$ cat src/rtl/tos_pkg.sv
`default_nettype none
package tos_pkg;

  localparam logic [4:0] CMD_PUSH_INT     = 5'd0;
  localparam logic [4:0] CMD_PUSH_MARK    = 5'd1;
  localparam logic [4:0] CMD_ADD          = 5'd2;
  localparam logic [4:0] CMD_SUB          = 5'd3;
  localparam logic [4:0] CMD_MUL          = 5'd4;
  localparam logic [4:0] CMD_DIV          = 5'd5;
  localparam logic [4:0] CMD_GT           = 5'd6;
  localparam logic [4:0] CMD_GE           = 5'd7;
  localparam logic [4:0] CMD_LT           = 5'd8;
  localparam logic [4:0] CMD_LE           = 5'd9;
  localparam logic [4:0] CMD_EQ           = 5'd10;
  localparam logic [4:0] CMD_NE           = 5'd11;
  localparam logic [4:0] CMD_NOT          = 5'd12;
  localparam logic [4:0] CMD_POP          = 5'd13;
  localparam logic [4:0] CMD_CHOOSE       = 5'd14;
  localparam logic [4:0] CMD_ROT          = 5'd15;
  localparam logic [4:0] CMD_CHECK_PARAMS = 5'd16;
  localparam logic [4:0] CMD_RETURN_N     = 5'd17;
  localparam logic [4:0] CMD_ASSERT_TRUE  = 5'd18;

  localparam logic [2:0] ST_OK      = 3'd0;
  localparam logic [2:0] ST_UNDER   = 3'd1;
  localparam logic [2:0] ST_OVER    = 3'd2;
  localparam logic [2:0] ST_NOTINT  = 3'd3;
  localparam logic [2:0] ST_MARKEXP = 3'd4;
  localparam logic [2:0] ST_MARKIN  = 3'd5;
  localparam logic [2:0] ST_DIVZERO = 3'd6;
  localparam logic [2:0] ST_ASSERT  = 3'd7;

  typedef struct packed {
    logic        mark;
    logic [31:0] val;
  } entry_t;

  typedef struct packed {
    logic        start;
    logic [4:0]  op;
    logic [31:0] b;
    logic [31:0] a;
  } alu_req_t;

  typedef struct packed {
    logic        done;
    logic [31:0] result;
  } alu_rsp_t;

endpackage
`default_nettype wire

$ cat src/rtl/tos_alu.sv
`default_nettype none
module tos_alu (
  input  wire logic              clk_i,
  input  wire logic              rst_ni,
  input  wire tos_pkg::alu_req_t req_i,
  output tos_pkg::alu_rsp_t      rsp_o
);
  import tos_pkg::*;

  logic        busy_q;
  logic [4:0]  step_q;
  logic [31:0] quo_q, rem_q, dvs_q;
  logic        neg_q;
  logic        done_q;
  logic [31:0] res_q;

  logic [31:0] abs_a, abs_b, r_shift, quo_nx, rem_nx, fast;
  logic [32:0] trial;

  always_comb begin
    abs_a   = req_i.a[31] ? (32'd0 - req_i.a) : req_i.a;
    abs_b   = req_i.b[31] ? (32'd0 - req_i.b) : req_i.b;
    r_shift = {rem_q[30:0], quo_q[31]};
    trial   = {1'b0, r_shift} - {1'b0, dvs_q};
    if (!trial[32]) begin
      rem_nx = trial[31:0];
      quo_nx = {quo_q[30:0], 1'b1};
    end else begin
      rem_nx = r_shift;
      quo_nx = {quo_q[30:0], 1'b0};
    end
    case (req_i.op)
      CMD_ADD: fast = req_i.b + req_i.a;
      CMD_SUB: fast = req_i.b - req_i.a;
      CMD_MUL: fast = req_i.b * req_i.a;
      CMD_GT:  fast = {31'd0, $signed(req_i.b) >  $signed(req_i.a)};
      CMD_GE:  fast = {31'd0, $signed(req_i.b) >= $signed(req_i.a)};
      CMD_LT:  fast = {31'd0, $signed(req_i.b) <  $signed(req_i.a)};
      CMD_LE:  fast = {31'd0, $signed(req_i.b) <= $signed(req_i.a)};
      default: fast = '0;
    endcase
  end

  always_ff @(posedge clk_i or negedge rst_ni) begin
    if (!rst_ni) begin
      busy_q <= 1'b0;
      done_q <= 1'b0;
      step_q <= '0;
    end else begin
      done_q <= 1'b0;
      if (req_i.start) begin
        if (req_i.op == CMD_DIV) begin
          busy_q <= 1'b1;
          step_q <= '0;
        end else begin
          done_q <= 1'b1;
        end
      end else if (busy_q) begin
        step_q <= step_q + 5'd1;
        if (step_q == 5'd31) begin
          busy_q <= 1'b0;
          done_q <= 1'b1;
        end
      end
    end
  end

  always_ff @(posedge clk_i) begin
    if (req_i.start) begin
      res_q <= fast;
      quo_q <= abs_b;
      rem_q <= '0;
      dvs_q <= abs_a;
      neg_q <= req_i.a[31] ^ req_i.b[31];
    end else if (busy_q) begin
      quo_q <= quo_nx;
      rem_q <= rem_nx;
      if (step_q == 5'd31) begin
        res_q <= neg_q ? (32'd0 - quo_nx) : quo_nx;
      end
    end
  end

  assign rsp_o.done   = done_q;
  assign rsp_o.result = res_q;

endmodule
`default_nettype wire

$ cat src/rtl/tagged_operand_stack_engine.sv
`default_nettype none
// channel | signals                                   | transfer when
// in      | in_valid_i, in_stall_o, cmd/immediate/depth | in_valid_i & !in_stall_o
// out     | out_valid_o, out_stall_i, status/top/taken/count | out_valid_o & !out_stall_i
// One instruction at a time; in_stall_o is high until the sequencer is idle again.
// Div uses a radix-2 divider in tos_alu.
// rot, check_params, return_n: step through n entries, one stack RAM port each way.
// Reset clears control and count only; stack RAM contents are undefined.
// A result held by out_stall_i blocks completion of the next instruction only.
module tagged_operand_stack_engine #(
  parameter int STACK_DEPTH = 64
) (
  input  wire logic                               clk_i,
  input  wire logic                               rst_ni,
  input  wire logic                               in_valid_i,
  output logic                                    in_stall_o,
  input  wire logic [4:0]                         cmd_i,
  input  wire logic signed [31:0]                 immediate_i,
  input  wire logic [5:0]                         depth_i,
  output logic                                    out_valid_o,
  input  wire logic                               out_stall_i,
  output logic [2:0]                              status_o,
  output logic signed [31:0]                      top_value_o,
  output logic                                    taken_o,
  output logic [$clog2(STACK_DEPTH+1)-1:0]        entry_count_o
);
  import tos_pkg::*;

  localparam int CW = $clog2(STACK_DEPTH + 1);
  localparam int AW = $clog2(STACK_DEPTH);
  localparam int NW = ((CW > 6) ? CW : 6) + 1;

  localparam logic [3:0] S_IDLE  = 4'd0;
  localparam logic [3:0] S_DEC   = 4'd1;
  localparam logic [3:0] S_LDA   = 4'd2;
  localparam logic [3:0] S_LDB   = 4'd3;
  localparam logic [3:0] S_EXEC  = 4'd4;
  localparam logic [3:0] S_ALU   = 4'd5;
  localparam logic [3:0] S_SCRD  = 4'd6;
  localparam logic [3:0] S_SCCK  = 4'd7;
  localparam logic [3:0] S_POST  = 4'd8;
  localparam logic [3:0] S_RETCK = 4'd9;
  localparam logic [3:0] S_MVRD  = 4'd10;
  localparam logic [3:0] S_MVWR  = 4'd11;
  localparam logic [3:0] S_TAIL  = 4'd12;
  localparam logic [3:0] S_TOP   = 4'd13;
  localparam logic [3:0] S_TOPCK = 4'd14;
  localparam logic [3:0] S_OUT   = 4'd15;

  localparam entry_t MARK_E = '{mark: 1'b1, val: 32'd0};

  entry_t mem [STACK_DEPTH];
  entry_t rdata_q;
  logic          mem_we;
  logic [AW-1:0] mem_waddr, mem_raddr;
  entry_t        mem_wdata;

  logic [3:0]  state_q, state_d;
  logic [4:0]  cmd_q, cmd_d;
  logic [31:0] imm_q, imm_d;
  logic [5:0]  n_q, n_d;
  logic [CW-1:0] cnt_q, cnt_d, cnt0_q, cnt0_d, ptr_q, ptr_d, rem_q, rem_d;
  entry_t      a_q, a_d, b_q, b_d;
  logic [2:0]  st_q, st_d;
  logic        chosen_q, chosen_d, taken_q, taken_d;
  logic [31:0] top_q, top_d;
  logic        ov_q, ov_d;
  logic [2:0]  os_q, os_d;
  logic [31:0] ot_q, ot_d;
  logic        ok_q, ok_d;
  logic [CW-1:0] oc_q, oc_d;

  alu_req_t alu_req;
  alu_rsp_t alu_rsp;

  logic [CW-1:0] cm1, cm2, nc, base, ptr_src;
  logic [NW-1:0] cw_ext, nw_ext;
  logic          up;

  tos_alu u_alu (
    .clk_i (clk_i),
    .rst_ni(rst_ni),
    .req_i (alu_req),
    .rsp_o (alu_rsp)
  );

  always_ff @(posedge clk_i) begin
    if (mem_we) begin
      mem[mem_waddr] <= mem_wdata;
    end
    rdata_q <= mem[mem_raddr];
  end

  always_comb begin
    cm1     = cnt_q - CW'(1);
    cm2     = cnt_q - CW'(2);
    nc      = CW'(n_q);
    base    = cm1 - nc;
    cw_ext  = NW'(cnt_q);
    nw_ext  = NW'(n_q);
    up      = (cmd_q == CMD_CHECK_PARAMS);
    ptr_src = up ? (ptr_q - CW'(1)) : (ptr_q + CW'(1));

    state_d  = state_q;
    cmd_d    = cmd_q;
    imm_d    = imm_q;
    n_d      = n_q;
    cnt_d    = cnt_q;
    cnt0_d   = cnt0_q;
    ptr_d    = ptr_q;
    rem_d    = rem_q;
    a_d      = a_q;
    b_d      = b_q;
    st_d     = st_q;
    chosen_d = chosen_q;
    taken_d  = taken_q;
    top_d    = top_q;
    ov_d     = ov_q;
    os_d     = os_q;
    ot_d     = ot_q;
    ok_d     = ok_q;
    oc_d     = oc_q;

    mem_we    = 1'b0;
    mem_waddr = '0;
    mem_wdata = MARK_E;
    mem_raddr = '0;

    alu_req.start = 1'b0;
    alu_req.op    = cmd_q;
    alu_req.b     = b_q.val;
    alu_req.a     = a_q.val;

    if (ov_q && !out_stall_i) begin
      ov_d = 1'b0;
    end

    unique case (state_q)
      S_IDLE: begin
        if (in_valid_i) begin
          cmd_d    = cmd_i;
          imm_d    = immediate_i;
          n_d      = depth_i;
          cnt0_d   = cnt_q;
          st_d     = ST_OK;
          chosen_d = 1'b0;
          taken_d  = 1'b0;
          state_d  = S_DEC;
        end
      end
      S_DEC: begin
        state_d = S_TOP;
        case (cmd_q) inside
          CMD_PUSH_INT, CMD_PUSH_MARK: begin
            if (cnt_q == CW'(STACK_DEPTH)) begin
              st_d = ST_OVER;
            end else begin
              mem_we    = 1'b1;
              mem_waddr = cnt_q[AW-1:0];
              mem_wdata = (cmd_q == CMD_PUSH_INT) ? entry_t'{mark: 1'b0, val: imm_q} : MARK_E;
              cnt_d     = cnt_q + CW'(1);
            end
          end
          CMD_ADD, CMD_SUB, CMD_MUL, CMD_DIV, CMD_GT, CMD_GE, CMD_LT, CMD_LE,
          CMD_EQ, CMD_NE: begin
            if (cnt_q < CW'(2)) begin
              st_d = ST_UNDER;
            end else begin
              mem_raddr = cm1[AW-1:0];
              state_d   = S_LDA;
            end
          end
          CMD_NOT, CMD_CHOOSE, CMD_ASSERT_TRUE, CMD_CHECK_PARAMS: begin
            if (cnt_q == '0) begin
              st_d = ST_UNDER;
            end else begin
              mem_raddr = cm1[AW-1:0];
              state_d   = S_LDA;
            end
          end
          CMD_POP: begin
            if (cnt_q == '0) begin
              st_d = ST_UNDER;
            end else begin
              cnt_d = cm1;
            end
          end
          CMD_ROT: begin
            if (n_q != '0) begin
              if (cw_ext <= nw_ext) begin
                st_d = ST_UNDER;
              end else begin
                mem_raddr = base[AW-1:0];
                state_d   = S_LDA;
              end
            end
          end
          CMD_RETURN_N: begin
            if (cw_ext <= nw_ext) begin
              st_d = ST_UNDER;
            end else begin
              ptr_d   = cnt_q - nc;
              rem_d   = nc;
              state_d = (n_q == '0) ? S_POST : S_SCRD;
            end
          end
          default: ;
        endcase
      end
      S_LDA: begin
        a_d = rdata_q;
        case (cmd_q) inside
          CMD_NOT, CMD_CHOOSE, CMD_ASSERT_TRUE: state_d = S_EXEC;
          CMD_CHECK_PARAMS: begin
            if (!rdata_q.mark) begin
              st_d    = ST_MARKEXP;
              state_d = S_TOP;
            end else if (cw_ext <= nw_ext) begin
              st_d    = ST_UNDER;
              state_d = S_TOP;
            end else begin
              ptr_d   = base;
              rem_d   = nc;
              state_d = (n_q == '0) ? S_POST : S_SCRD;
            end
          end
          CMD_ROT: begin
            ptr_d   = base;
            rem_d   = nc;
            state_d = S_MVRD;
          end
          default: begin
            mem_raddr = cm2[AW-1:0];
            state_d   = S_LDB;
          end
        endcase
      end
      S_LDB: begin
        b_d     = rdata_q;
        state_d = S_EXEC;
      end
      S_EXEC: begin
        state_d = S_TOP;
        case (cmd_q) inside
          CMD_EQ, CMD_NE: begin
            mem_we    = 1'b1;
            mem_waddr = cm2[AW-1:0];
            mem_wdata = '{mark: 1'b0,
                          val: {31'd0, (cmd_q == CMD_EQ) ==
                                       ((a_q.mark && b_q.mark) || (a_q == b_q))}};
            cnt_d     = cm1;
          end
          CMD_NOT, CMD_CHOOSE, CMD_ASSERT_TRUE: begin
            if (a_q.mark) begin
              st_d = ST_NOTINT;
            end else if (cmd_q == CMD_NOT) begin
              mem_we    = 1'b1;
              mem_waddr = cm1[AW-1:0];
              mem_wdata = '{mark: 1'b0, val: {31'd0, a_q.val == 32'd0}};
            end else if (cmd_q == CMD_CHOOSE) begin
              chosen_d = 1'b1;
              taken_d  = (a_q.val != 32'd0);
              top_d    = a_q.val;
              cnt_d    = cm1;
            end else if (a_q.val == 32'd0) begin
              st_d = ST_ASSERT;
            end else begin
              cnt_d = cm1;
            end
          end
          default: begin
            if (a_q.mark || b_q.mark) begin
              st_d = ST_NOTINT;
            end else if (cmd_q == CMD_DIV && a_q.val == 32'd0) begin
              st_d = ST_DIVZERO;
            end else begin
              alu_req.start = 1'b1;
              state_d       = S_ALU;
            end
          end
        endcase
      end
      S_ALU: begin
        if (alu_rsp.done) begin
          mem_we    = 1'b1;
          mem_waddr = cm2[AW-1:0];
          mem_wdata = '{mark: 1'b0, val: alu_rsp.result};
          cnt_d     = cm1;
          state_d   = S_TOP;
        end
      end
      S_SCRD: begin
        mem_raddr = ptr_q[AW-1:0];
        state_d   = S_SCCK;
      end
      S_SCCK: begin
        if (rdata_q.mark) begin
          st_d    = ST_MARKIN;
          state_d = S_TOP;
        end else begin
          ptr_d   = ptr_q + CW'(1);
          rem_d   = rem_q - CW'(1);
          state_d = (rem_q == CW'(1)) ? S_POST : S_SCRD;
        end
      end
      S_POST: begin
        if (up) begin
          ptr_d   = cm1;
          rem_d   = nc;
          state_d = (n_q == '0) ? S_TAIL : S_MVRD;
        end else begin
          mem_raddr = base[AW-1:0];
          state_d   = S_RETCK;
        end
      end
      S_RETCK: begin
        if (!rdata_q.mark) begin
          st_d    = ST_MARKEXP;
          state_d = S_TOP;
        end else begin
          ptr_d   = base;
          rem_d   = nc;
          state_d = (n_q == '0) ? S_TAIL : S_MVRD;
        end
      end
      S_MVRD: begin
        mem_raddr = ptr_src[AW-1:0];
        state_d   = S_MVWR;
      end
      S_MVWR: begin
        mem_we    = 1'b1;
        mem_waddr = ptr_q[AW-1:0];
        mem_wdata = rdata_q;
        ptr_d     = ptr_src;
        rem_d     = rem_q - CW'(1);
        state_d   = (rem_q == CW'(1)) ? S_TAIL : S_MVRD;
      end
      S_TAIL: begin
        state_d = S_TOP;
        if (cmd_q == CMD_ROT) begin
          mem_we    = 1'b1;
          mem_waddr = cm1[AW-1:0];
          mem_wdata = a_q;
        end else if (up) begin
          mem_we    = 1'b1;
          mem_waddr = base[AW-1:0];
          mem_wdata = MARK_E;
        end else begin
          cnt_d = cm1;
        end
      end
      S_TOP: begin
        if (chosen_q) begin
          state_d = S_OUT;
        end else if (cnt_q == '0) begin
          top_d   = '0;
          state_d = S_OUT;
        end else begin
          mem_raddr = cm1[AW-1:0];
          state_d   = S_TOPCK;
        end
      end
      S_TOPCK: begin
        top_d   = rdata_q.mark ? 32'd0 : rdata_q.val;
        state_d = S_OUT;
      end
      S_OUT: begin
        if (!ov_q || !out_stall_i) begin
          ov_d    = 1'b1;
          os_d    = st_q;
          ot_d    = top_q;
          ok_d    = taken_q;
          oc_d    = cnt_q;
          state_d = S_IDLE;
        end
      end
      default: state_d = S_IDLE;
    endcase
  end

  always_ff @(posedge clk_i or negedge rst_ni) begin
    if (!rst_ni) begin
      state_q <= S_IDLE;
      cnt_q   <= '0;
      ov_q    <= 1'b0;
    end else begin
      state_q <= state_d;
      cnt_q   <= cnt_d;
      ov_q    <= ov_d;
    end
  end

  always_ff @(posedge clk_i) begin
    cmd_q    <= cmd_d;
    imm_q    <= imm_d;
    n_q      <= n_d;
    cnt0_q   <= cnt0_d;
    ptr_q    <= ptr_d;
    rem_q    <= rem_d;
    a_q      <= a_d;
    b_q      <= b_d;
    st_q     <= st_d;
    chosen_q <= chosen_d;
    taken_q  <= taken_d;
    top_q    <= top_d;
    os_q     <= os_d;
    ot_q     <= ot_d;
    ok_q     <= ok_d;
    oc_q     <= oc_d;
  end

  assign in_stall_o    = (state_q != S_IDLE);
  assign out_valid_o   = ov_q;
  assign status_o      = os_q;
  assign top_value_o   = ot_q;
  assign taken_o       = ok_q;
  assign entry_count_o = oc_q;

  a_count_bound: assert property (@(posedge clk_i) disable iff (!rst_ni)
    cnt_q <= CW'(STACK_DEPTH))
    else $error("stack count beyond capacity");

  a_fault_keeps_count: assert property (@(posedge clk_i) disable iff (!rst_ni)
    (state_q == S_OUT && st_q != ST_OK) |-> cnt_q == cnt0_q)
    else $error("faulting instruction changed the stack count");

  a_alu_done_state: assert property (@(posedge clk_i) disable iff (!rst_ni)
    alu_rsp.done |-> state_q == S_ALU)
    else $error("alu result outside of wait state");

endmodule
`default_nettype wire
$ cat config.mk
export PLATFORM = sky130hd
export DESIGN_NAME = tagged_operand_stack_engine
export DESIGN_NICKNAME = d
export VERILOG_FILES = /design/src/rtl/tos_pkg.sv /design/src/rtl/tos_alu.sv /design/src/rtl/tagged_operand_stack_engine.sv
export SDC_FILE = /design/constraint.sdc
export NUM_CORES = 2
export LEC_CHECK = 0
export ABC_CLOCK_PERIOD_IN_PS = 6800
export BUFFER_PORTS_ARGS = -buffer_cell sky130_fd_sc_hd__buf_2
export CAP_MARGIN = 5
export CORE_MARGIN = 5
export CORE_UTILIZATION = 58
export CTS_CLUSTER_SIZE = 8
export DETAILED_ROUTE_END_ITERATION = 12
export PLACE_DENSITY_LB_ADDON = 0.12
export SLEW_MARGIN = 5
export SYNTH_ARGS = -nofsm -noshare
export SYNTH_HDL_FRONTEND = slang
export SYNTH_SLANG_ARGS = --single-unit
$ cat constraint.sdc
create_clock -name clk_i -period 6.8 [get_ports clk_i]
set_clock_uncertainty 0.1 [all_clocks]
set_input_delay 1.36 -clock clk_i [delete_from_list [all_inputs] [get_ports clk_i]]
set_output_delay 1.36 -clock clk_i [all_outputs]
set_load 0.05 [all_outputs]
# Word level (Yosys, flattened, before mapping)
# Memories as Yosys holds them, arrays and structs flattened. A register that Yosys moved wholly into a read port is not among the register bits.
# Index checks and enable logic that the tools add are counted.
[totals]
ff_bits = 350
mem_bits_rw = 2112
in_bits = 47
n_memories = 1
[classes]
add_sub_neg = 15
mul = 1
order_cmp = 6
n_eq_ne = 85
n_mux = 205
bitwise = 1
reduce_logical = 39
[memory_table]
columns = ["memory", "depth", "word_bits", "read_ports", "rd_clocked_by_memory_dff", "write_ports", "line_no", "source"]
rows = [
  ["mem", 64, 33, 1, 1, 1, "tagged_operand_stack_engine.sv:52", "entry_t mem [STACK_DEPTH];"],
]
[ops]
columns = ["operator", "count"]
rows = [
  ["$mux W32", 15],
  ["$mux W7", 45],
  ["$mux W33", 9],
  ["$pmux W32 S7", 1],
  ["$pmux W33 S5", 1],
  ["$mux W6", 23],
  ["$mux W4", 25],
  ["$pmux W32 S3", 1],
  ["$sub A1 B32 Y32 const A", 3],
  ["$mux W3", 29],
  ["$pmux W7 S6", 2],
  ["$pmux W4 S16", 1],
  ["$mux W31", 2],
  ["$ne A2 B2 Y1 const B", 25],
  ["$mux W1", 41],
  ["$eq A5 B4 Y1 const B", 8],
  ["$ne A3 B3 Y1 const B", 12],
  ["$pmux W6 S6", 1],
  ["$eq A33 B33 Y1", 1],
  ["$sub A32 B32 Y33", 1],
  ["$add A32 B32 Y32", 1],
  ["$eq A4 B4 Y1 const B", 8],
  ["$ge A32 B32 Y1", 1],
  ["$gt A32 B32 Y1", 1],
  ["54 further kinds", 95],
]

# Longest topological paths before layout
[depth]
depth_word = 10
depth_mapped = 28
mapped_depth_nobuf = 26

# Modules after synthesis
# From an unflattened synthesis, not the netlist that was laid out.
[hier_totals]
hier_cells = 9793
hier_area_um2 = 121307.6
[modules_own_cells]
columns = ["module", "n_inst", "cells_per_inst", "area_per_inst_um2", "seq_area_each_um2"]
rows = [
  ["tagged_operand_stack_engine", 1, 6582, 93470.9, 70447.6],
  ["tos_alu", 1, 3211, 27836.7, 3708.6],
]

# Least setup slack after synthesis
# No wires, ideal clock.
[synth_path]
path_type = "register to register"
from = "register b_q (netlist bit alu_req[49])"
to = "register u_alu.res_q[29], data pin"
setup_ns = 0.271
arrival_time_ns = 6.732
path_slack_ns = -0.303
path_stages_with_launch = 25
path_buffers = 2
cell_sequence = "edfxtp_1 -> clkbuf_1 -> clkbuf_1 -> and2_1 -> fa_1 -> fa_1 -> fa_1 -> inv_1 -> fa_1 -> inv_1 -> fa_1 -> fa_1 -> fa_1 -> fa_1 -> ha_1 -> a21o_1 -> a21o_1 -> a21o_1 -> nor2_1 -> o21ai_0 -> a211o_1 -> a21oi_1 -> xnor2_1 -> a22oi_1 -> o22ai_1"
[synth_via]
elab_chain_cells = 3
word_cells_on_any_way = 5
classes_between = "add/sub (2); mul (1); mux (2)"
[synth_rtl]
columns = ["item", "line_no", "source"]
rows = [
  ["start: declaration", "tagged_operand_stack_engine.sv:63", "entry_t a_q, a_d, b_q, b_d;"],
  ["start signal: assignment", "tagged_operand_stack_engine.sv:401", "b_q <= b_d;"],
  ["$mul A32 B32 Y32, or another cell as far along", "tos_alu.sv:35", "CMD_MUL: fast = req_i.b * req_i.a;"],
  ["$pmux W32 S7 *", "tos_alu.sv:32", "case (req_i.op)"],
  ["$mux W32 *", "tos_alu.sv:69", "if (req_i.start) begin"],
  ["end signal: assignment", "tos_alu.sv:70", "res_q <= fast;"],
  ["end signal: assignment", "tos_alu.sv:79", "res_q <= neg_q ? (32'd0 - quo_nx) : quo_nx;"],
  ["end: declaration", "tos_alu.sv:15", "logic [31:0] res_q;"],
]
# Every way passes the cells marked *; elsewhere a longest branch is shown, timed or not.
# A chain may end at the register's enable or synchronous reset.

# Final worst setup path
[layout_path]
from = "register b_q (netlist bit alu_req[45])"
to = "register u_alu.res_q[31], data pin"
# The elaborated chain is that of the path after synthesis.

==> qor.yml <==
timing:
  period_needed_ps: 7300
  finalCritPeriodShare: 1.07
  slew_viol_final: 0
  fin_setup_tns_ps: -5000
  worst_pin_slew_ps: 1440
  rsz0062_at_grt: "true"
  fin_ws_ps: -504
  max_slew_margin: 0.0387
  setup_viol: 17
  finalHoldViolations: 0
  fmax_mhz: 137
clock_network:
  cts_buffer_depth: 4
  cts.sinks: 2494
  cts.hold.buffers_added: 0
  h-tree-depth: 5
  tritoncts: "done"
  clkLatencyLatePin_ps: 970
  cts_buffers: 365
  cts_root_buf: "clkbuf_16"
  clkTransAtPathRegs_ps: 50
global_routing:
  grtUsageTotal: 0.368
  grt_pass1_wl_um: 584000
  grt_pass1_vias: 85100
  grt_max_degree: 104
  grt_overflow: 0
  antenna_found_initial: 10
worst_setup_path:
  cp_max_fo: 14
  r2r_end: "u_alu.res_q[31]"
  regToRegSetupSlack_ps: -500
  r2r_cells: 24
  cp-start-kind: "flip-flop"
  critical_path.slowest_cell: "fa_1"
  critPathLaunch: "alu_req[45]"
  r2r-start: "alu_req[45]"
  worst_setup_path_end_kind: "flip-flop"
  cp_common_cell: "fa_1"
  path_cells: "buf_4, buf_4, ha_1, fa_2, fa_1, inv_1, fa_1, fa_1, inv_1, fa_1, fa_1, fa_1, fa_1, ha_1, nand2_1, nand2b_1, a21o_1, a21oi_1, nor2b_1, a31oi_1, o211ai_1, xnor2_2, a32oi_1, o211ai_1"
  cp_data_required_time_ps: 7340
  cpPeakStageDelay_ps: 600
  crit_end: "u_alu.res_q[31]"
  critPathKind: "reg2reg"
  cp.arrival_ps: 7840
die:
  pin_count: 92
  dieWidth_um: 467
  num_rows: 167
  initial_core_util: 0.584
  die-area_mm2: 0.218
  die_y_um: 467
  core-area_mm2: 0.207
drt:
  drc: 0
  via_count: 87200
  final_antenna_net_count: 0
  vias_per_cell: 6.55
  dr.first_iter.drc_count: 10600
  wl_um: 406000
  firstDrtPassIters: 9
  wire_per_inst_um: 30.4
synthesis:
  synth-edff-count: 2411
  synth_top_area_share: 0.598
  synthSimpleGateAreaFrac: 0.111
  ys_seq_area_frac: 0.613
  synthAdderAreaFrac: 0.0938
  synthFlopType: "edfxtp_1"
  ys_types: 108
  synth_area_leader_cell: "edfxtp_1"
  synth_compound_area_frac: 0.124
  yosysMostFrequentCell: "edfxtp_1"
  syn-cell-area_mm2: 0.121
  synthMuxAreaShare: 0.00109
  synthTopCellsByArea: "edfxtp_1, fa_1, nand2_1"
  syn-num-nets: 10600
  async_reset_ff_frac: 0.00762
  synth-seq-cells: 2494
  synth_xor_area_frac: 0.0169
  syn_area_per_cell_um2: 12.3
  syn_inst: 9859
  yosysWarnings: 0
  yosys-top-cells-count: "edfxtp_1, nand2_1, a21oi_1"
  synth_top_family_by_area: "compound AO/OA/AOI/OAI gates"
final_layout:
  final_nets: 11100
  final_cell_area_mm2: 0.140
  n_fill_cell: 14900
  area_growth_pct: 15.9
  final_util: 0.677
  post_route_cells_drive_above_1_share: 0.142
run_status:
  violations: "negative setup slack"
  outcome: "finished, violations left"
flow_run:
  drv_cap: 0
place:
  preCtsSetupSlack_ps: -637
  io_buffers: 91
  gp_congestion: 0.997
  placed_area_mm2: 0.129
  dp_hpwl_um: 264000
min_path:
  hold_path_class: "reg2reg"
[metal layers]
layer | global-route usage | part of all wire | vias up
met5 | 0 | 0 | -
met4 | 0.194 | 0.063 | 0
met3 | 0.0678 | 0.10 | 1036
met2 | 0.584 | 0.47 | 5215
met1 | 0.489 | 0.37 | 43900
li1 | - | - | 37100
[what timing repair did]
item,4_1_cts,5_1_grt
gates resized for setup,67,77
pin swaps,70,69
cloned,1,0
setup buffers,19,9
endpoints found under the setup margin,19,20
[worst min path at each step]
| stage | startpoint | to | slack [ps] | depth (start not counted) |
|---|---|---|---|---|
| global placement | top_q[11] | top_value_o[11] | 300 | 0 |
| floorplan | taken_q | taken_o | 300 | 0 |
| global route | top_q[31] | top_value_o[31] | 300 | 0 |
| finish | top_q[23] | top_value_o[23] | 280 | 0 |
| CTS | rst_ni | cnt_q[3] | 290 | 1 |
| detailed placement | top_q[23] | top_value_o[23] | 300 | 0 |
[registers in the layout, summed over array words and instances (netlist names), 31 cells and up]
register and flops:
top_q 32, top_value_o 32, u_alu.rem_q 31, a_q 33, u_alu.dvs_q 32, u_alu.quo_q 32, u_alu.res_q 32, alu_req 32
imm_q 32, rdata_q 33, mem 2112
[worst max-delay path: cells and delay by family (launching register included)]
kind,cells,cell delay (ps)
buf+inv,4,520
fa+ha+maj,10,4650
compound gates,6,1000
xor+xnor,1,220
flops,1,350
simple gates,3,230
[metrics by stage]
step	std cells	hold WS, ps
6_report	13300	283
5_1_grt	13300	301
3_5_place_dp	12800	305
4_1_cts	13300	285
3_3_place_gp	12800	303
2_1_floorplan	9859	300
[placed cells by master (no fill, tap or decap), drive strengths merged, types with 26 or more instances in the layout]
master,instances
xor2,90
xnor2,143
a32oi,534
a31oi,30
a22o,33
a222oi,36
inv,523
nand3,52
o22ai,307
dfxtp,64
or3,32
o21ai,164
nand2,2058
a211oi,34
a21o,40
and3,26
o31ai,35
fa,413
nor2b,32
and2,263
a21oi,733
clkbuf,482
buf,834
nor3,54
or4,79
nand2b,37
edfxtp,2411
o41ai,27
ha,246
nor2,342
[area by class of cell]
cell class | count | area (um^2) | area share
clock inverters | 12 | 126 | 0.000901
well taps | 2788 | 3490 | 0.0249
clock buffers | 482 | 9710 | 0.0692
flip-flops and latches | 2494 | 74200 | 0.529
diodes | 8 | 20.0 | 0.000143
multi-input cells | 6184 | 43300 | 0.309
repair buffers | 835 | 7460 | 0.0532
inverters | 518 | 1950 | 0.0139
[cells by family after synthesis]
kind of cell    Yosys count
xor+xnor                233
buf+inv                1181
mux                      13
compound gates         2199
fa+ha+maj               659
flops                  2494
simple gates           3080
Power is left out: the tool's default activity adds up to more than one toggle a clock period on the data nets, which glitch-free logic cannot reach.
